--- src/hw/rtl/jsu_pkg.sv ---
`default_nettype none

package jsu_pkg;

    // longest run of results one input beat can cause (a four byte utf-8 sequence)
    localparam int unsigned MaxRun   = 4;
    localparam int unsigned RunLenW  = $clog2(MaxRun + 1);
    localparam int unsigned RunIdxW  = $clog2(MaxRun);

    typedef enum logic [3:0] {
        ST_BYTE    = 4'd0,
        ST_DONE    = 4'd1,
        ST_NOQUOTE = 4'd2,
        ST_INCESC  = 4'd3,
        ST_BADESC  = 4'd4,
        ST_BADHEX  = 4'd5,
        ST_MISSLO  = 4'd6,
        ST_BADLO   = 4'd7,
        ST_UNTERM  = 4'd8,
        ST_SHORTU  = 4'd9
    } status_t;

endpackage

`default_nettype wire

--- src/hw/rtl/jsu_in_if.sv ---
`default_nettype none

interface jsu_in_if;

    logic       valid;
    logic       ready;
    logic [7:0] in_byte;
    logic       end_of_input;

    modport source
    (
        output valid,
        output in_byte,
        output end_of_input,
        input  ready
    );

    modport sink
    (
        input  valid,
        input  in_byte,
        input  end_of_input,
        output ready
    );

endinterface

`default_nettype wire

--- src/hw/rtl/jsu_out_if.sv ---
`default_nettype none

interface jsu_out_if;

    logic              valid;
    logic              ready;
    logic [7:0]        out_byte;
    jsu_pkg::status_t  status;
    logic              last_of_run;

    modport source
    (
        output valid,
        output out_byte,
        output status,
        output last_of_run,
        input  ready
    );

    modport sink
    (
        input  valid,
        input  out_byte,
        input  status,
        input  last_of_run,
        output ready
    );

endinterface

`default_nettype wire

--- src/hw/rtl/json_string_unescape_utf8.sv ---
// an accepted beat reaches the output through the input register and then the run register
// throughput: one beat per cycle while each beat causes at most one result and the output is ready
// a beat with more than one result holds the run register, and so the input, until all are taken
// reset: rst_n is asynchronous, active low; parser returns to idle, both registers empty
`default_nettype none

module json_string_unescape_utf8
(
    input  wire        clk,
    input  wire        rst_n,
    jsu_in_if.sink     text,
    jsu_out_if.source  result
);

    localparam int unsigned LenW = jsu_pkg::RunLenW;
    localparam int unsigned IdxW = jsu_pkg::RunIdxW;

    // character codes
    localparam logic [7:0] ChQuote = 8'h22;
    localparam logic [7:0] ChBsl   = 8'h5C;
    localparam logic [7:0] ChSlash = 8'h2F;
    localparam logic [7:0] ChSpace = 8'h20;
    localparam logic [7:0] ChTab   = 8'h09;
    localparam logic [7:0] ChCr    = 8'h0D;
    localparam logic [7:0] ChLowB  = 8'h62;
    localparam logic [7:0] ChLowF  = 8'h66;
    localparam logic [7:0] ChLowN  = 8'h6E;
    localparam logic [7:0] ChLowR  = 8'h72;
    localparam logic [7:0] ChLowT  = 8'h74;
    localparam logic [7:0] ChLowU  = 8'h75;
    localparam logic [7:0] ChBs    = 8'h08;
    localparam logic [7:0] ChFf    = 8'h0C;
    localparam logic [7:0] ChLf    = 8'h0A;

    // surrogate ranges and utf-8 lead/continuation marks
    localparam logic [15:0] SurHiFirst = 16'hD800;
    localparam logic [15:0] SurHiLast  = 16'hDBFF;
    localparam logic [15:0] SurLoFirst = 16'hDC00;
    localparam logic [15:0] SurLoLast  = 16'hDFFF;
    localparam logic [20:0] SuppBase   = 21'h10000;
    localparam logic [20:0] Lim1       = 21'h80;
    localparam logic [20:0] Lim2       = 21'h800;
    localparam logic [7:0]  Lead2      = 8'hC0;
    localparam logic [7:0]  Lead3      = 8'hE0;
    localparam logic [7:0]  Lead4      = 8'hF0;
    localparam logic [7:0]  ContMark   = 8'h80;
    localparam logic [7:0]  ContMask   = 8'h3F;

    typedef enum logic [6:0] {
        PH_IDLE  = 7'b0000001,
        PH_STR   = 7'b0000010,
        PH_ESC   = 7'b0000100,
        PH_HEX   = 7'b0001000,
        PH_BSL   = 7'b0010000,
        PH_LU    = 7'b0100000,
        PH_HEXLO = 7'b1000000
    } phase_t;

    typedef struct packed {
        logic [LenW-1:0]                 len;
        logic [jsu_pkg::MaxRun-1:0][7:0] bytes;
    } utf8_t;

    // hex digit to nibble, msb flags a valid digit
    function automatic logic [4:0] hex_digit(input logic [7:0] c);
        logic [4:0] r;
        r = '0;
        if (c >= 8'h30 && c <= 8'h39)
            r = {1'b1, c[3:0]};
        else if ((c >= 8'h61 && c <= 8'h66) || (c >= 8'h41 && c <= 8'h46))
            r = {1'b1, c[3:0] + 4'd9};
        return r;
    endfunction

    // code point to one..four utf-8 bytes
    function automatic utf8_t utf8_encode(input logic [20:0] cp);
        utf8_t r;
        r = '0;
        if (cp < Lim1)
        begin
            r.len      = LenW'(1);
            r.bytes[0] = cp[7:0];
        end
        else if (cp < Lim2)
        begin
            r.len      = LenW'(2);
            r.bytes[0] = Lead2 | {3'b000, cp[10:6]};
            r.bytes[1] = ContMark | ({2'b00, cp[5:0]} & ContMask);
        end
        else if (cp < SuppBase)
        begin
            r.len      = LenW'(3);
            r.bytes[0] = Lead3 | {4'b0000, cp[15:12]};
            r.bytes[1] = ContMark | ({2'b00, cp[11:6]} & ContMask);
            r.bytes[2] = ContMark | ({2'b00, cp[5:0]} & ContMask);
        end
        else
        begin
            r.len      = LenW'(4);
            r.bytes[0] = Lead4 | {5'b00000, cp[20:18]};
            r.bytes[1] = ContMark | ({2'b00, cp[17:12]} & ContMask);
            r.bytes[2] = ContMark | ({2'b00, cp[11:6]} & ContMask);
            r.bytes[3] = ContMark | ({2'b00, cp[5:0]} & ContMask);
        end
        return r;
    endfunction

    // input register
    logic       in_v_reg;
    logic [7:0] in_byte_reg;
    logic       in_eoi_reg;

    // parser state
    phase_t      phase_reg, phase_next;
    logic [15:0] hex_value_reg, hex_value_next;
    logic [1:0]  hex_count_reg, hex_count_next;
    logic [9:0]  high_half_reg, high_half_next;

    // run register: the results of one beat, drained one per cycle while the output is ready
    logic [LenW-1:0]                        run_len_reg;
    logic [IdxW-1:0]                        run_idx_reg;
    logic [jsu_pkg::MaxRun-1:0][7:0]        run_byte_reg;
    jsu_pkg::status_t [jsu_pkg::MaxRun-1:0] run_status_reg;

    // decode results
    logic [LenW-1:0]                        dec_len;
    logic [jsu_pkg::MaxRun-1:0][7:0]        dec_byte;
    jsu_pkg::status_t [jsu_pkg::MaxRun-1:0] dec_status;
    logic                                   err;
    jsu_pkg::status_t                       err_status;
    logic [4:0]                             hex_nib;
    logic [15:0]                            hex_shift;
    logic [20:0]                            cp;
    utf8_t                                  enc;
    logic                                   is_ws;

    logic pop;
    logic run_last;
    logic run_free;
    logic fire;

    // handshakes
    assign pop      = result.valid && result.ready;
    assign run_last = ({1'b0, run_idx_reg} == (run_len_reg - LenW'(1)));
    assign run_free = (run_len_reg == '0) || (pop && run_last);
    assign fire     = in_v_reg && run_free;

    assign text.ready = !in_v_reg || fire;

    assign result.valid       = (run_len_reg != '0);
    assign result.out_byte    = run_byte_reg[run_idx_reg];
    assign result.status      = run_status_reg[run_idx_reg];
    assign result.last_of_run = run_last;

    // shared pieces of the decode
    assign hex_nib   = hex_digit(in_byte_reg);
    assign hex_shift = {hex_value_reg[11:0], hex_nib[3:0]};
    // low half minus 0xDC00 is just its low ten bits
    assign cp        = (phase_reg == PH_HEXLO)
                       ? (SuppBase + {1'b0, high_half_reg, hex_shift[9:0]})
                       : {5'd0, hex_shift};
    assign enc       = utf8_encode(cp);
    assign is_ws     = (in_byte_reg == ChSpace) ||
                       (in_byte_reg >= ChTab && in_byte_reg <= ChCr);

    // one beat of the parser
    always_comb
    begin
        phase_next     = phase_reg;
        hex_value_next = hex_value_reg;
        hex_count_next = hex_count_reg;
        high_half_next = high_half_reg;
        dec_len        = '0;
        dec_byte       = '0;
        dec_status     = {jsu_pkg::MaxRun{jsu_pkg::ST_BYTE}};
        err            = 1'b0;
        err_status     = jsu_pkg::ST_BYTE;

        unique case (phase_reg)
            PH_IDLE:
            begin
                if (in_eoi_reg)
                begin
                    err        = 1'b1;
                    err_status = jsu_pkg::ST_NOQUOTE;
                end
                else if (is_ws)
                begin
                    phase_next = PH_IDLE;
                end
                else if (in_byte_reg == ChQuote)
                begin
                    phase_next = PH_STR;
                end
                else
                begin
                    err        = 1'b1;
                    err_status = jsu_pkg::ST_NOQUOTE;
                end
            end
            PH_STR:
            begin
                if (in_eoi_reg)
                begin
                    err        = 1'b1;
                    err_status = jsu_pkg::ST_UNTERM;
                end
                else if (in_byte_reg == ChQuote)
                begin
                    phase_next    = PH_IDLE;
                    dec_len       = LenW'(1);
                    dec_status[0] = jsu_pkg::ST_DONE;
                end
                else if (in_byte_reg == ChBsl)
                begin
                    phase_next = PH_ESC;
                end
                else
                begin
                    dec_len     = LenW'(1);
                    dec_byte[0] = in_byte_reg;
                end
            end
            PH_ESC:
            begin
                if (in_eoi_reg)
                begin
                    err        = 1'b1;
                    err_status = jsu_pkg::ST_INCESC;
                end
                else if (in_byte_reg == ChLowU)
                begin
                    phase_next     = PH_HEX;
                    hex_count_next = '0;
                    hex_value_next = '0;
                end
                else
                begin
                    phase_next = PH_STR;
                    dec_len    = LenW'(1);
                    priority if (in_byte_reg == ChQuote || in_byte_reg == ChBsl ||
                                 in_byte_reg == ChSlash)
                        dec_byte[0] = in_byte_reg;
                    else if (in_byte_reg == ChLowB)
                        dec_byte[0] = ChBs;
                    else if (in_byte_reg == ChLowF)
                        dec_byte[0] = ChFf;
                    else if (in_byte_reg == ChLowN)
                        dec_byte[0] = ChLf;
                    else if (in_byte_reg == ChLowR)
                        dec_byte[0] = ChCr;
                    else if (in_byte_reg == ChLowT)
                        dec_byte[0] = ChTab;
                    else
                    begin
                        err        = 1'b1;
                        err_status = jsu_pkg::ST_BADESC;
                    end
                end
            end
            PH_HEX, PH_HEXLO:
            begin
                if (in_eoi_reg)
                begin
                    err        = 1'b1;
                    err_status = jsu_pkg::ST_SHORTU;
                end
                else if (!hex_nib[4])
                begin
                    err        = 1'b1;
                    err_status = jsu_pkg::ST_BADHEX;
                end
                else
                begin
                    hex_value_next = hex_shift;
                    if (hex_count_reg != 2'd3)
                    begin
                        hex_count_next = hex_count_reg + 2'd1;
                    end
                    else
                    begin
                        hex_count_next = '0;
                        if (phase_reg == PH_HEX)
                        begin
                            if (hex_shift >= SurHiFirst && hex_shift <= SurHiLast)
                            begin
                                // high surrogate: wait for the low half
                                high_half_next = hex_shift[9:0];
                                phase_next     = PH_BSL;
                            end
                            else
                            begin
                                phase_next = PH_STR;
                                dec_len    = enc.len;
                                dec_byte   = enc.bytes;
                            end
                        end
                        else if (hex_shift < SurLoFirst || hex_shift > SurLoLast)
                        begin
                            err        = 1'b1;
                            err_status = jsu_pkg::ST_BADLO;
                        end
                        else
                        begin
                            phase_next = PH_STR;
                            dec_len    = enc.len;
                            dec_byte   = enc.bytes;
                        end
                    end
                end
            end
            PH_BSL:
            begin
                if (in_eoi_reg || in_byte_reg != ChBsl)
                begin
                    err        = 1'b1;
                    err_status = jsu_pkg::ST_MISSLO;
                end
                else
                begin
                    phase_next = PH_LU;
                end
            end
            PH_LU:
            begin
                if (in_eoi_reg || in_byte_reg != ChLowU)
                begin
                    err        = 1'b1;
                    err_status = jsu_pkg::ST_MISSLO;
                end
                else
                begin
                    phase_next     = PH_HEXLO;
                    hex_count_next = '0;
                    hex_value_next = '0;
                end
            end
            default:
            begin
                phase_next = PH_IDLE;
            end
        endcase

        // every error gives one status result and drops back to idle
        if (err)
        begin
            phase_next     = PH_IDLE;
            hex_count_next = '0;
            hex_value_next = '0;
            dec_len        = LenW'(1);
            dec_byte       = '0;
            dec_status     = {jsu_pkg::MaxRun{jsu_pkg::ST_BYTE}};
            dec_status[0]  = err_status;
        end
    end

    // control state
    always_ff @(posedge clk or negedge rst_n)
    begin
        if (!rst_n)
        begin
            in_v_reg      <= 1'b0;
            phase_reg     <= PH_IDLE;
            hex_value_reg <= '0;
            hex_count_reg <= '0;
            high_half_reg <= '0;
            run_len_reg   <= '0;
            run_idx_reg   <= '0;
        end
        else
        begin
            if (text.valid && text.ready)
                in_v_reg <= 1'b1;
            else if (fire)
                in_v_reg <= 1'b0;

            if (fire)
            begin
                phase_reg     <= phase_next;
                hex_value_reg <= hex_value_next;
                hex_count_reg <= hex_count_next;
                high_half_reg <= high_half_next;
                run_len_reg   <= dec_len;
                run_idx_reg   <= '0;
            end
            else if (pop)
            begin
                if (run_last)
                begin
                    run_len_reg <= '0;
                    run_idx_reg <= '0;
                end
                else
                begin
                    run_idx_reg <= run_idx_reg + IdxW'(1);
                end
            end
        end
    end

    // payload
    always_ff @(posedge clk)
    begin
        if (text.valid && text.ready)
        begin
            in_byte_reg <= text.in_byte;
            in_eoi_reg  <= text.end_of_input;
        end
        if (fire)
        begin
            run_byte_reg   <= dec_byte;
            run_status_reg <= dec_status;
        end
    end

    // run pointer stays inside the run
    a_idx_in_run: assert property (@(posedge clk) disable iff (!rst_n)
        run_len_reg != '0 |-> {1'b0, run_idx_reg} < run_len_reg)
        else $error("run index beyond run length");

    // hex digit count only moves inside a hex group
    a_hex_count_phase: assert property (@(posedge clk) disable iff (!rst_n)
        hex_count_reg != '0 |-> (phase_reg == PH_HEX || phase_reg == PH_HEXLO))
        else $error("hex count set outside a hex group");

    // done and error results always stand alone
    a_status_alone: assert property (@(posedge clk) disable iff (!rst_n)
        result.valid && result.status != jsu_pkg::ST_BYTE |-> result.last_of_run)
        else $error("status result not last of its run");

    // a decoded beat with results shows them next cycle
    a_run_shown: assert property (@(posedge clk) disable iff (!rst_n)
        fire && dec_len != '0 |=> result.valid)
        else $error("decoded run not presented");

    // an error returns the parser to idle with the hex digit count cleared
    a_idle_clean: assert property (@(posedge clk) disable iff (!rst_n)
        fire && err |=> phase_reg == PH_IDLE && hex_count_reg == '0)
        else $error("error did not return to idle");

endmodule

`default_nettype wire
--- src/flat_wrapper.sv ---
// flat-port wrapper written by rule: the top's interface ports become plain ports
module json_string_unescape_utf8_flat 
  (clk, rst_n, text_valid, text_in_byte, text_end_of_input, text_ready, result_valid, result_out_byte, result_status, result_last_of_run, result_ready);
  jsu_in_if text_i ();
  jsu_out_if result_i ();
  input  wire clk;
  input  wire rst_n;
  input wire logic [$bits(text_i.valid)-1:0] text_valid;
  input wire logic [$bits(text_i.in_byte)-1:0] text_in_byte;
  input wire logic [$bits(text_i.end_of_input)-1:0] text_end_of_input;
  output wire logic [$bits(text_i.ready)-1:0] text_ready;
  output wire logic [$bits(result_i.valid)-1:0] result_valid;
  output wire logic [$bits(result_i.out_byte)-1:0] result_out_byte;
  output wire logic [$bits(result_i.status)-1:0] result_status;
  output wire logic [$bits(result_i.last_of_run)-1:0] result_last_of_run;
  input wire logic [$bits(result_i.ready)-1:0] result_ready;
  assign text_i.valid = text_valid;
  assign text_i.in_byte = text_in_byte;
  assign text_i.end_of_input = text_end_of_input;
  assign text_ready = text_i.ready;
  assign result_valid = result_i.valid;
  assign result_out_byte = result_i.out_byte;
  assign result_status = result_i.status;
  assign result_last_of_run = result_i.last_of_run;
  assign result_i.ready = result_ready;
  json_string_unescape_utf8 u_core (.clk(clk), .rst_n(rst_n), .text(text_i), .result(result_i));
endmodule
--- config.mk ---
export PLATFORM = sky130hd
export DESIGN_NAME = json_string_unescape_utf8_flat
export DESIGN_NICKNAME = d
export VERILOG_FILES = /design/src/hw/rtl/jsu_pkg.sv /design/src/hw/rtl/jsu_in_if.sv /design/src/hw/rtl/jsu_out_if.sv /design/src/hw/rtl/json_string_unescape_utf8.sv /design/src/flat_wrapper.sv
export SDC_FILE = /design/constraint.sdc
export NUM_CORES = 1
export LEC_CHECK = 0
export BUFFER_PORTS_ARGS = -buffer_cell sky130_fd_sc_hd__buf_4
export CAP_MARGIN = 30
export CORE_ASPECT_RATIO = 0.9
export CORE_MARGIN = 2
export CORE_UTILIZATION = 62
export CTS_BUF_LIST = sky130_fd_sc_hd__clkbuf_16
export CTS_CLUSTER_SIZE = 12
export DETAILED_ROUTE_END_ITERATION = 8
export PLACE_DENSITY_LB_ADDON = 0.12
export SLEW_MARGIN = 40
export SYNTH_ARGS = -nofsm -noshare
export SYNTH_HDL_FRONTEND = slang
export SYNTH_SLANG_ARGS = --single-unit
--- constraint.sdc ---
create_clock -name clk -period 7 [get_ports clk]
set_input_delay 1.05 -clock clk [delete_from_list [all_inputs] [get_ports clk]]
set_output_delay 1.05 -clock clk [all_outputs]
set_load 0.01 [all_outputs]
* After elaboration in Yosys (flattened, before gate mapping)
Index checks and enable logic that the tools add are counted.
** Storage, ports and cells
- Bits in registers :: 94
- Bits of input ports :: 13
- Output and inout port bits :: 15
- Logic and storage cells :: 238
** Operators by class
- Add/sub/neg operators :: 5
- Order comparisons :: 16
- Equality and inequality tests :: 33
- Multiplexer cells :: 132
- Bitwise operators :: 4
- Reductions and logical operators :: 31
** Operators with widths (number)
- 2-to-1 mux 8 bit :: 16
- 2-to-1 mux 7 bit :: 15
- 2-to-1 mux 32 bit :: 3
- 2-to-1 mux 4 bit :: 19
- 2-to-1 mux 12 bit :: 6
- 2-to-1 mux 3 bit :: 21
- equality test 8 x 7 -> 1 bit (second input constant) :: 7
- one-hot mux 7 bit (6 select lines) :: 1
- one-hot mux 12 bit (3 select lines) :: 1
- 2-to-1 mux 16 bit :: 2
- equality test 8 x 6 -> 1 bit (second input constant) :: 3
- 2-to-1 mux 1 bit :: 24
- 2-to-1 mux 24 bit :: 1
- one-hot mux 4 bit (6 select lines) :: 1
- one-hot mux 8 bit (3 select lines) :: 1
- 2-to-1 mux 2 bit :: 11
- 2-to-1 mux 22 bit :: 1
- adder 17 x 20 -> 21 bit (first input constant) :: 1
- less-than comparator 21 x 12 -> 1 bit (second input constant) :: 1
- less-than comparator 21 x 17 -> 1 bit (second input constant) :: 1
- less-than comparator 21 x 8 -> 1 bit (second input constant) :: 1
- 2-to-1 mux 21 bit :: 1
- binary-select mux 8 bit (select 2 bit) :: 1
- greater-or-equal comparator 16 bit (second input constant) :: 1
- 46 further kinds :: 81

* Longest topological paths before layout
- Depth after elaboration :: 19
- Mapped depth :: 11
- Depth with buffers taken out :: 10

* Worst setup path before layout
OpenSTA, ideal clock, no wires.
- Path type :: reg-to-reg
- Start point :: reg u_core.run_len_reg[0]
- End point :: reg u_core.phase_reg[3]
- Setup time :: 121 ps
- Arrival :: 3214 ps
- Required time :: 6879 ps
- Slack :: 3665 ps
- Stages on the path, launching flop included :: 11
- Path buffers :: 0
- Clock period less this slack :: 3335 ps
- Cells stage by stage :: dfrtp_1 > inv_1 > ha_1 > xnor2_1 > nor3_1 > a21oi_1 > nand2b_1 > inv_1 > and4_1 > a21oi_2 > a22o_1
** Between the ends
- Word-level cells in the longest chain between the ends :: 6
- Elaborated cells on any way between the ends :: 9
- Those cells by class :: 1 x add/sub; 1 x eq/ne; 7 x reduce/logical
** Ends and longest elaborated chain
- start, declared :: line json_string_unescape_utf8.sv:120 : logic [LenW-1:0] run_len_reg;
- start signal, assigned :: line json_string_unescape_utf8.sv:383 : run_len_reg <= dec_len;
- subtractor 3 x 1 -> 3 bit :: line json_string_unescape_utf8.sv:144 : assign run_last = ({1'b0, run_idx_reg} == (run_len_reg - LenW'(1)));
- equality test 2 x 3 -> 1 bit :: line json_string_unescape_utf8.sv:144
- net result_last_of_run :: line flat_wrapper.sv:15 : output wire logic [$bits(result_i.last_of_run)-1:0] result_last_of_run;
- logical AND 1 bit :: line json_string_unescape_utf8.sv:145 : assign run_free = (run_len_reg == '0) || (pop && run_last);
- logical OR 1 bit :: line json_string_unescape_utf8.sv:145
- logical AND 1 bit :: line json_string_unescape_utf8.sv:146 : assign fire = in_v_reg && run_free;
- net u_core.fire :: line json_string_unescape_utf8.sv:140 : logic fire;
- AND reduction 12 bit (no source line)
- end signal, assigned :: line json_string_unescape_utf8.sv:379 : phase_reg <= phase_next;
- end, declared :: line json_string_unescape_utf8.sv:114 : phase_t phase_reg, phase_next;
The timed path passes the listed nets, and every way through them passes these cells.
A chain may end at the register's enable or synchronous reset.

* Final worst setup path
- Start point :: reg u_core.in_byte_reg[0]
- End point :: reg u_core.run_byte_reg[10] (netlist bit) (data pin)
** Between the ends
- Word-level cells in the longest chain between the ends :: 14
- Elaborated cells on any way between the ends :: 71
- Those cells by class :: 2 x add/sub; 15 x order compare; 12 x eq/ne; 28 x mux; 1 x bitwise; 13 x reduce/logical
** Ends and longest elaborated chain
- start, declared :: line json_string_unescape_utf8.sv:110 : logic [7:0] in_byte_reg;
- start signal, assigned :: line json_string_unescape_utf8.sv:406 : in_byte_reg <= text.in_byte;
- parallel branches: the longest is 14 deep, another holds adder 17 x 20 -> 21 bit
- end signal, assigned :: line json_string_unescape_utf8.sv:411 : run_byte_reg <= dec_byte;
- end, declared :: line json_string_unescape_utf8.sv:122 : logic [jsu_pkg::MaxRun-1:0][7:0] run_byte_reg;
Several ways; the timed one is not identified.

==> metrics.cfg <==
[min_path]
hp-class = reg2reg
min_to = u_core.run_len_reg[1]$_DFFE_PN0P_
whs_path_depth = 2
hp-start = u_core.run_len_reg[1]$_DFFE_PN0P_

[flow_run]
max-cap-violations = 0

[floorplanning]
die_y_microns = 88.7
initial_utilization_pct = 64.6
io_pins = 28
die_w_microns = 98.2
core_sq_um = 7660
rows = 30
die_area_sq_um = 8710

[synth]
yosys_register_bits = 79
syn_area_per_cell_sq_um = 9.95
synth.area.mux_share_pct = 8.50
synth.largest_area_cell = edfxtp_1
synth_edf_count = 42
synth_simple_gate_area_share_pct = 21.5
syn_inst = 497
syn_area_sq_um = 4950
yosysTopAreaCellShare_pct = 25.5
yosysUniqueCellTypes = 81
yosys-top-cells-area = edfxtp_1, dfrtp_1, nor2_1
synthXorXnorAreaFrac_pct = 2.12
synth-async-reset-ratio_pct = 46.8
synthFlopType = edfxtp_1
syn_nets = 519
ys_seq_area_share_pct = 44.2
synth_top_family_by_area = simple AND/OR/NAND/NOR gates
synth_compound_area_share_pct = 17.0
ys.warnings.count = 0
synthAdderAreaFrac_pct = 2.28

[cts]
clockBufferDepth = 2
cts_tree = done
htreeDepth = 3
numCtsBuffers = 9
clkTransAtPathRegs_ns = 0.07
cts_root_buf = clkbuf_16
ctsResizeCount = 0
hold_buffers = 0
clock_latency_ns = 0.34
cts_setup_buffers = 0
clkSinkCount = 79

[final_layout]
multi_input_area_sq_um = 2550
fin_cells = 613
fill_cells = 571
largest_register_ffs = 29
ff_latch_area_sq_um = 2190
final_net_count = 534
layout-area-overhead-vs-synth_pct = 10.9
diodes = 0
drive_above_1_share_pct = 16.8

[worst_setup_path]
startpoint_type = flop
required_ns = 7.16
r2r-start = u_core.in_byte_reg[0]$_DFFE_PP_
rrSetupSlack_ns = 3.44
critical_path_arrival_ns = 3.72
crit_type = reg2reg
critPathLaunch = u_core.in_byte_reg[0]$_DFFE_PP_
rr_endpoint = u_core.run_byte_reg[10]$_SDFFCE_PP0P_
crit_path_end_kind = flop
crit_fanout = 17
r2r_cells = 8

[drt]
vias = 4084
finalWirelength_microns = 12600
post_drt_via_cell_ratio = 6.66
drt_iter0_markers = 524
drtAntennaViolNets = 0
wire_per_inst_microns = 20.6
drc = 0
first_pass_iters = 5

[global_routing]
grt_overflow_total = 0
grt_pass1_wl_microns = 20500
grt_pass1_vias = 3802
globalRouteTotalUtil_pct = 30.4
grt_max_degree = 38
antenna_found_initial = 0

[sta]
timing.final.crit_share_pct = 50.9
fin_ws_ns = 3.44
setup_viol = 0
rsz0062_at_grt = no
tns_ns = 0
worstMarginPinSlew_ns = 0.744
hold_viol = 0
drv_slew = 0
finClkSkew_ns = 0.00580
max_freq_mhz = 281
relSlewSlack_pct = 50.4
period_needed_ns = 3.56

[place]
hpwl_microns = 8980
pre_cts_ws_ns = 3.57
dp_cells = 597
routabilityCongestion = 0.964
port_buffers = 27

[power_and_ir_drop]
power.density_nw_per_um2 = 301
peakVddDrop_mv = 0.181
leakage_uw = 0.00220

[status]
outcome = finished, final reports clean

==> where the power goes <==
group | internal, uW | switching (uW) | leakage [uW]
logic | 219 | 256 | 0.00114
registers | 609 | 77.6 | 0.000916
clock network | 284 | 208 | 0.000146
==> area by class of cell <==
class	instances	area share, %
repair buffers	31	4.24
inverters	24	1.64
clock inverters	7	1.55
clock buffers	9	4.10
flip-flops and latches	79	39.9
well taps	96	2.19
multi-input cells	367	46.4
==> metal layers <==
| layer | global-route usage [%] | share of wire [%] |
|---|---|---|
| met5 | 0 | 0 |
| met2 | 46.0 | 44 |
| met1 | 44.8 | 44 |
| met4 | 11.7 | 3.2 |
| met3 | 4.98 | 8.8 |
==> placed cells by master (no fill, tap or decap), drive strengths merged, types with 3 or more instances in the layout <==
cell type  instances
a211oi             5
a21oi             35
a221oi             4
a22oi              8
and2              13
and3               6
and4               4
buf               31
clkbuf             9
dfrtp             36
edfxtp            42
ha                 9
inv               28
mux2              10
mux2i             15
mux4               7
nand2             43
nand2b            10
nand3             11
nor2              61
nor2b              4
nor3              12
nor3b              3
nor4               4
nor4b              5
o21a               3
o21ai             23
o21bai             3
o22ai              3
o2bb2ai            5
or2                3
or3                3
or4                7
or4b               4
xnor2              5
xor2               7
==> cells in the mapped netlist, types with 4 or more instances <==
master and count:
buf_2 12, inv_1 23, nor3_1 9, nand3_1 11
nor2_1 61, xor2_1 7, mux2i_1 15, and4_1 4
mux4_2 7, nor2b_1 4, mux2_1 5, nand2_1 42
o21ai_0 20, or4_1 5, clkbuf_1 11, nand2b_1 9
and3_1 6, dfrtp_1 36, edfxtp_1 42, ha_1 9
o2bb2ai_1 5, xnor2_1 5, a221oi_1 4, mux2_2 5
a22oi_1 8, and2_1 13, nor4b_1 5, a21oi_1 34
==> kinds of logic (layout without fill, tap and decap cells) <==
| logic type | Yosys count | after routing |
|---|---|---|
| XOR/XNOR | 12 | 12 |
| buffers and inverters | 51 | 71 |
| flip-flops | 79 | 79 |
| AND/OR/NAND/NOR | 198 | 198 |
| adder cells (fa/ha/maj) | 9 | 9 |
| AO/OA/AOI/OAI | 116 | 116 |
| multiplexers | 32 | 32 |
==> worst max-delay path by stage <==
stage,cells after the start,slack [ns],end
after global routing,8,3.26,u_core.run_byte_reg[11]$_SDFFCE_PP0P_
after global placement,8,3.73,u_core.run_byte_reg[11]$_SDFFCE_PP0P_
after detailed placement,8,3.57,u_core.run_byte_reg[10]$_SDFFCE_PP0P_
after floorplan,10,3.67,u_core.phase_reg[3]$_DFFE_PN0P_
final,8,3.44,u_core.run_byte_reg[10]$_SDFFCE_PP0P_
after CTS,8,3.52,u_core.run_byte_reg[10]$_SDFFCE_PP0P_
==> critical path: stages (launching register included) <==
cell	delay [ns]
edfxtp_1	0.50
inv_1	0.24
ha_1	0.28
o21bai_4	0.10
a2111oi_4	0.58
o21ai_2	0.16
or4_1	0.79
nand2b_1	0.47
a211oi_2	0.27
==> per-stage QoR <==
stage	util (%)	hold WS [ns]	power, uW	instance area (sq um)
4_1_cts	71.6	0.497	1660	5490
3_5_place_dp	67.6	0.486	1170	5170
2_1_floorplan	-	0.456	996	4950
5_1_grt	71.7	0.545	1730	5490
3_3_place_gp	67.6	0.490	1160	5170
6_report	71.7	0.493	1650	5490
Note: power is estimated with default switching activity, not from simulation.
